### config.mk
export PLATFORM = sky130hd
export DESIGN_NAME = ugbt_cell_map
export DESIGN_NICKNAME = d
export VERILOG_FILES = /design/src/rtl/ugbt_pkg.sv /design/src/rtl/ugbt_cell_map.sv
export SDC_FILE = /design/constraint.sdc
export NUM_CORES = 1
export LEC_CHECK = 0
export BUFFER_PORTS_ARGS = -buffer_cell sky130_fd_sc_hd__buf_4
export CAP_MARGIN = 25
export CORE_AREA = 5 5 42 44
export DETAILED_ROUTE_END_ITERATION = 6
export DIE_AREA = 0 0 47 49
export PLACE_DENSITY = 0.61
export SYNTH_ARGS = -nofsm -noshare
export SYNTH_HDL_FRONTEND = slang
export SYNTH_SLANG_ARGS = --single-unit
### constraint.sdc
create_clock -name clk -period 0.9 [get_ports clk]
set_input_delay 0.18 -clock clk [delete_from_list [all_inputs] [get_ports clk]]
set_output_delay 0.18 -clock clk [all_outputs]
set_load 0.01 [all_outputs]
### src/rtl/ugbt_pkg.sv
// Constants, codes and interface types of the uniform grid bucket table.
`default_nettype none
package ugbt_pkg;

	localparam int WINDOW_W       = 1024;
	localparam int WINDOW_H       = 768;
	localparam int CELL_SIZE      = 64;
	localparam int SLOTS_PER_CELL = 16;
	localparam int MAX_OBJECTS    = 256;

	localparam int GRID_X    = (WINDOW_W + CELL_SIZE - 1) / CELL_SIZE;
	localparam int GRID_Y    = (WINDOW_H + CELL_SIZE - 1) / CELL_SIZE;
	localparam int NUM_CELLS = GRID_X * GRID_Y;

	localparam int ACTION_W  = 2;
	localparam int OBJ_W     = 8;
	localparam int POS_W     = 12;
	localparam int PIX_W     = POS_W - 1;
	localparam int CELL_W    = 8;
	localparam int SLOTIDX_W = 4;
	localparam int STATUS_W  = 2;

	localparam int OBJ_DEPTH  = (MAX_OBJECTS < (1 << OBJ_W)) ? MAX_OBJECTS : (1 << OBJ_W);
	localparam int OBJ_IDX_W  = (OBJ_DEPTH > 1) ? $clog2(OBJ_DEPTH) : 1;
	localparam int CELL_IDX_W = (NUM_CELLS > 1) ? $clog2(NUM_CELLS) : 1;
	localparam int COL_W      = (GRID_X > 1) ? $clog2(GRID_X) : 1;
	localparam int ROW_W      = (GRID_Y > 1) ? $clog2(GRID_Y) : 1;
	localparam int SLOT_W     = $clog2(SLOTS_PER_CELL);
	localparam int CNT_W      = $clog2(SLOTS_PER_CELL + 1);
	localparam int SLOT_DEPTH = NUM_CELLS * SLOTS_PER_CELL;
	localparam int SADDR_W    = $clog2(SLOT_DEPTH);

	localparam int RECIP_K = 22;
	localparam int RECIP   = ((1 << RECIP_K) + CELL_SIZE - 1) / CELL_SIZE;
	localparam int RECIP_W = $clog2(RECIP + 1);

	localparam logic [ACTION_W-1:0] ACT_INS_POS  = 2'd0;
	localparam logic [ACTION_W-1:0] ACT_INS_CELL = 2'd1;
	localparam logic [ACTION_W-1:0] ACT_REMOVE   = 2'd2;
	localparam logic [ACTION_W-1:0] ACT_UNUSED   = 2'd3;

	localparam logic [STATUS_W-1:0] STAT_OK      = 2'd0;
	localparam logic [STATUS_W-1:0] STAT_FULL    = 2'd1;
	localparam logic [STATUS_W-1:0] STAT_ABSENT  = 2'd2;
	localparam logic [STATUS_W-1:0] STAT_PRESENT = 2'd3;

	typedef struct packed {
		logic                  own_rd_en;
		logic [OBJ_IDX_W-1:0]  own_rd_addr;
		logic                  cnt_rd_en;
		logic [CELL_IDX_W-1:0] cnt_rd_cell;
		logic                  slot_rd_en;
		logic [SADDR_W-1:0]    slot_rd_addr;
		logic                  slot_wr_en;
		logic [SADDR_W-1:0]    slot_wr_addr;
		logic [OBJ_W-1:0]      slot_wr_data;
		logic                  cnt_wr_en;
		logic [CELL_IDX_W-1:0] cnt_wr_cell;
		logic [CNT_W-1:0]      cnt_wr_data;
		logic                  own_wr_en;
		logic [OBJ_IDX_W-1:0]  own_wr_addr;
		logic [CELL_IDX_W-1:0] own_wr_cell;
		logic [SLOT_W-1:0]     own_wr_slot;
		logic                  pres_wr_en;
		logic [OBJ_IDX_W-1:0]  pres_wr_addr;
		logic                  pres_wr_val;
	} tbl_cmd_t;

	typedef struct packed {
		logic [CELL_IDX_W-1:0] own_cell;
		logic [SLOT_W-1:0]     own_slot;
		logic                  present;
		logic [CNT_W-1:0]      cnt;
		logic [OBJ_W-1:0]      slot_data;
	} tbl_rsp_t;

	function automatic logic [SADDR_W-1:0] slot_addr(input logic [CELL_IDX_W-1:0] cell_no,
		input logic [CNT_W-1:0] slot);
		slot_addr = SADDR_W'(int'(cell_no) * SLOTS_PER_CELL + int'(slot));
	endfunction

endpackage
`default_nettype wire

### src/rtl/ugbt_cell_map.sv
// Registered mapping of a pixel position to grid column, row and window test.
`default_nettype none
module ugbt_cell_map (
	input  wire logic                      clk,
	input  wire logic                      en,
	input  wire logic [ugbt_pkg::POS_W-1:0] pos_x,
	input  wire logic [ugbt_pkg::POS_W-1:0] pos_y,
	output logic [ugbt_pkg::COL_W-1:0]     col_s1,
	output logic [ugbt_pkg::ROW_W-1:0]     row_s1,
	output logic                           in_win_s1
);
	import ugbt_pkg::*;

	localparam int PROD_W = PIX_W + RECIP_W;

	logic [PROD_W-1:0] prod_x, prod_y;
	logic [PIX_W-1:0]  quot_x, quot_y;
	logic [COL_W-1:0]  col;
	logic [ROW_W-1:0]  row;
	logic              in_win;

	always_comb begin
		prod_x = PROD_W'(pos_x[PIX_W-1:0]) * PROD_W'(RECIP);
		prod_y = PROD_W'(pos_y[PIX_W-1:0]) * PROD_W'(RECIP);
		quot_x = PIX_W'(prod_x >> RECIP_K);
		quot_y = PIX_W'(prod_y >> RECIP_K);
		col = (int'(quot_x) >= GRID_X) ? COL_W'(GRID_X - 1) : COL_W'(quot_x);
		row = (int'(quot_y) >= GRID_Y) ? ROW_W'(GRID_Y - 1) : ROW_W'(quot_y);
		in_win = !pos_x[POS_W-1] && !pos_y[POS_W-1]
			&& (int'(pos_x[PIX_W-1:0]) < WINDOW_W)
			&& (int'(pos_y[PIX_W-1:0]) < WINDOW_H);
	end

	always_ff @(posedge clk) begin
		if (en) begin
			col_s1    <= col;
			row_s1    <= row;
			in_win_s1 <= in_win;
		end
	end
endmodule
`default_nettype wire

## Word-level counts from Yosys, hierarchy flattened

Cells that the tools add are included.

| word-level totals | value |
|---|---|
| bits in registers | 9 |
| logic and storage cells | 12 |
| input port bits | 26 |

| operators by class | value |
|---|---|
| reduce and logical (&&, ||, !) cells | 5 |
| $lt $le $gt $ge | 4 |

Operator list:

| kind | number |
|---|---|
| 11-bit by 10-bit less-than comparator with 1-bit output, second input constant | 1 |
| 11-bit less-than comparator, second input constant | 1 |
| 5-bit by 4-bit greater-or-equal comparator with 1-bit output, second input constant | 1 |
| 5-bit greater-or-equal comparator, second input constant | 1 |
| 1-bit logical AND | 3 |
| 1-bit zero test | 2 |

## Depth between registers and ports, before layout

| depth | value |
|---|---|
| word-level depth | 4 |
| gate-level depth with buffers | 2 |
| gate-level depth less buffers | 2 |

## Worst setup path before layout

Ideal clock, no wire load.

| timing path | value |
|---|---|
| path kind | input to register |
| from | input pos_x[6] (netlist bit) |
| to | register col_s1[0] (netlist bit), data pin |
| library setup time | 262 ps |
| path buffers | 0 |
| cell stages on the path | 1 |
| arrival time | 444 ps |
| slack | 193 ps |
| cell sequence | or2_2 |

| on the way | value |
|---|---|
| cells in the longest elaborated chain, start to end | 1 |

Ends and longest elaborated chain:

| item | RTL line | source |
|---|---|---|
| from (decl) | ugbt_cell_map.sv:6 | `input wire logic [ugbt_pkg::POS_W-1:0] pos_x,` |
| 5-bit greater-or-equal comparator | ugbt_cell_map.sv:27 | `col = (int'(quot_x) >= GRID_X) ? COL_W'(GRID_X - 1) : COL_W'(quot_x);` |
| to (signal assigned) | ugbt_cell_map.sv:36 | `col_s1 <= col;` |
| to (decl) | ugbt_cell_map.sv:8 | `output logic [ugbt_pkg::COL_W-1:0] col_s1,` |

Several ways; a longest one is shown, not always the timed one.
A chain may end at the register's enable or synchronous reset.

## Final worst setup path

| timing path | value |
|---|---|
| from | register in_win_s1 |
| to | output in_win_s1 |

RTL lines:

| item | RTL line | source |
|---|---|---|
| from (decl) | ugbt_cell_map.sv:10 | `output logic in_win_s1` |
| from (signal assigned) | ugbt_cell_map.sv:38 | `in_win_s1 <= in_win;` |

No word-level cell between the ends.

==> results.txt <==
The run finished, with violations left. The checks that failed: negative setup slack. The die footprint is 0.002303 mm2. The total number of vias came out at 257.

For this design, the slowest cell found on the critical path is sky130_fd_sc_hd__edfxtp_1. The net count of the mapped netlist came out at 46. The placed instances occupy a cell area of roughly 540 um2.

The residual antenna-violating net count after detailed routing is 0. The number of DRC markers after the initial detailed-route iteration is 8. The worst endpoint required time came out at ~0.7 ns. Global routing used between 7 and 8% of the available tracks. The core footprint is 0.001401 mm2. The cell count of the worst hold path came out at 2. The overall die height is a little under 50 um. The standby leakage power came out at about 0.25 nW.

The synthesized cell area came out at approximately 350 um2. The total overflow left after global routing is 0. Setup repair after global routing could not meet its margin everywhere. The number of buffers created by CTS came out at 3.

The maximum clock rate is 1.017 GHz. The worst setup path is captured at an output pin. The initial antenna violation count is 0. During synthesis, Yosys emitted a total of 0 warnings. The category of the most critical setup path is flop to output pin. The total of buffers placed on input and output ports came out at 22. The worst relative slew slack is between 80% and 90%.

In the routed design, unresolved DRC markers number 0. Summed over all layers, the routed wires come to roughly 650 um. The first detailed-routing pass took 2 iterations. The final design instance area without fill is approximately 600 um2.

Traced cell by cell, the critical path runs through buf_6. At the end of routability-driven placement, the weighted congestion stood at 0.5961. The clock-pin slew reported for the worst setup and hold paths after clock tree synthesis came out at ~0.060 ns. The total count of hold-check failures in the final report was 0. Timing analysis after detailed placement gives a worst setup slack of between 0.05 and 0.06 ns. In this run the worst hold path is classified as input port to flop. The total of cells resized after clock tree synthesis came out at 3. The routed design could run at a clock period as short as 0.9832 ns.

The number of synthesized register bits came out at 9. The number of different library cells in the post-synthesis netlist came out at 8. The first-pass GRT wire length came out at around 1100 um. The mean instance size in the synthesized netlist is about 18 um2. The average vias per placed instance is 4.145. The tightest hold margin came out at ~0.18 ns.

Row generation in the floorplan step produced 14 rows. The horizontal extent of the die came out at ~47 um. The via count of the first global-routing pass is 277. The final number of max-transition violations is 0. The top fanout value on the critical path is 1. The fill cell instance count of the final layout came out at between 100 and 150. The share of post-route cells with drive strength above 1 came out at 67.39%.

The slew at the pin closest to its max-slew limit is ~0.16 ns. CTS built an H-tree with a depth of 1. In this design, the stage delay of the slowest critical-path cell is 0.40 ns. The max-cap violation count came out at 0. The startpoint class of the critical path is a flop.

The critical path data arrival time came out at ~0.80 ns. The final layout net count is between 70 and 80. Broken down by cell family, the worst path's largest delay share belongs to flip-flops.

The cell sitting at the root of the clock tree is a sky130_fd_sc_hd__clkbuf_4. The post-CTS repair timing setup buffer count came out at 0. The initial utilization of the core area, before any placement, comes to between 20% and 30%. After synthesis, flip-flops and latches occupy about three quarters of the total area. The final critical-path share of the clock period came out at 109.2%. For this design the top-level I/O count stands at 35.

The count of hold-fix buffers inserted at cts is 0. The growth of design area from synthesis to finish is 68.20%. The total power draw is 0.9708 mW. Entering global routing, the biggest net connects 10 pins.

The largest buffer count on any clock path came out at 2. The post-detailed-route wirelength per cell is ~11 um. The cell count after synthesis came out at 20.

The number of antenna diodes came out at 0. The total number of clock tree sinks is 9. Power spread over the standard cell area amounts to between 1500 and 2000 mW/mm2. Counting both buffers and inverters, the worst setup path holds a total of 1. For the final routed database, the setup TNS stands at -0.4140 ns. TritonCTS built the clock tree.

The count of cell instances traversed by the critical path came out at 1. The number of failing setup endpoints in the final timing report came out at 9. Across all setup checks in the final design, the least slack found is -0.08318 ns. IR analysis of the VDD net gives a maximum drop of ~0.00063 V.
[worst paths after layout]
| kind | start | slack [ns] | to |
|---|---|---|---|
| hold / removal | pos_x[8] | 0.18 | col_s1[2] |
| setup / recovery | in_win_s1 | -0.08 | in_win_s1 |
[cells in the final DEF, fill, tap and decap left out, drive strengths merged]
cell     n
a21oi    1
inv      1
or2      5
clkbuf   4
nor2     1
buf     22
nor4b    1
edfxtp   9
nand2b   2
[power by group]
part / switching, mW / internal (mW)
combinational: 0.0542 / 0.102
clock: 0.133 / 0.170
sequential: 0.0133 / 0.497
total: 0.201 / 0.770
[cells by family after synthesis]
family                 synth area share [%]
and+or+nand+nor                       20.14
AOI/OAI and AO/OA                     2.474
DFF                                   76.33
buffers and inverters                 1.059
[metrics by stage]
stage / utilization, % / cells
2_1_floorplan: - / 20
3_3_place_gp: 38.48 / 58
3_5_place_dp: 38.48 / 58
4_1_cts: 41.16 / 62
5_1_grt: 42.50 / 62
6_report: 42.50 / 62
[registers in the layout (all words and copies together), names as in the netlist]
| name | count |
|---|---|
| col_s1 | 4 |
| in_win_s1 | 1 |
| row_s1 | 4 |
[cells in the mapped netlist (all sizes together)]
cell type,number,area [um2]
nor2,1,3.750
edfxtp,9,270.3
nand2b,2,12.51
inv,1,3.750
a21oi,1,8.760
or2,5,31.28
nor4b,1,23.77
[routing by layer]
layer,GRT usage (%),up-vias,part of all wire (%)
li1,-,123,-
met1,5.963,125,33
met2,11.76,9,60
met3,4.428,0,6.7
met4,5.530,0,0
met5,0,-,0
[area by class of cell]
| cell class | count | area, um2 | share of cell area (%) |
|---|---|---|---|
| inverter | 1 | 3.754 | 0.6303 |
| tap | 16 | 20.02 | 3.361 |
| sequential | 9 | 270.3 | 45.38 |
| clock buffer | 4 | 26.28 | 4.412 |
| timing repair buffer | 22 | 195.2 | 32.77 |
| multi-input combinational | 10 | 80.08 | 13.45 |
Power figures use the tool's default switching activity.
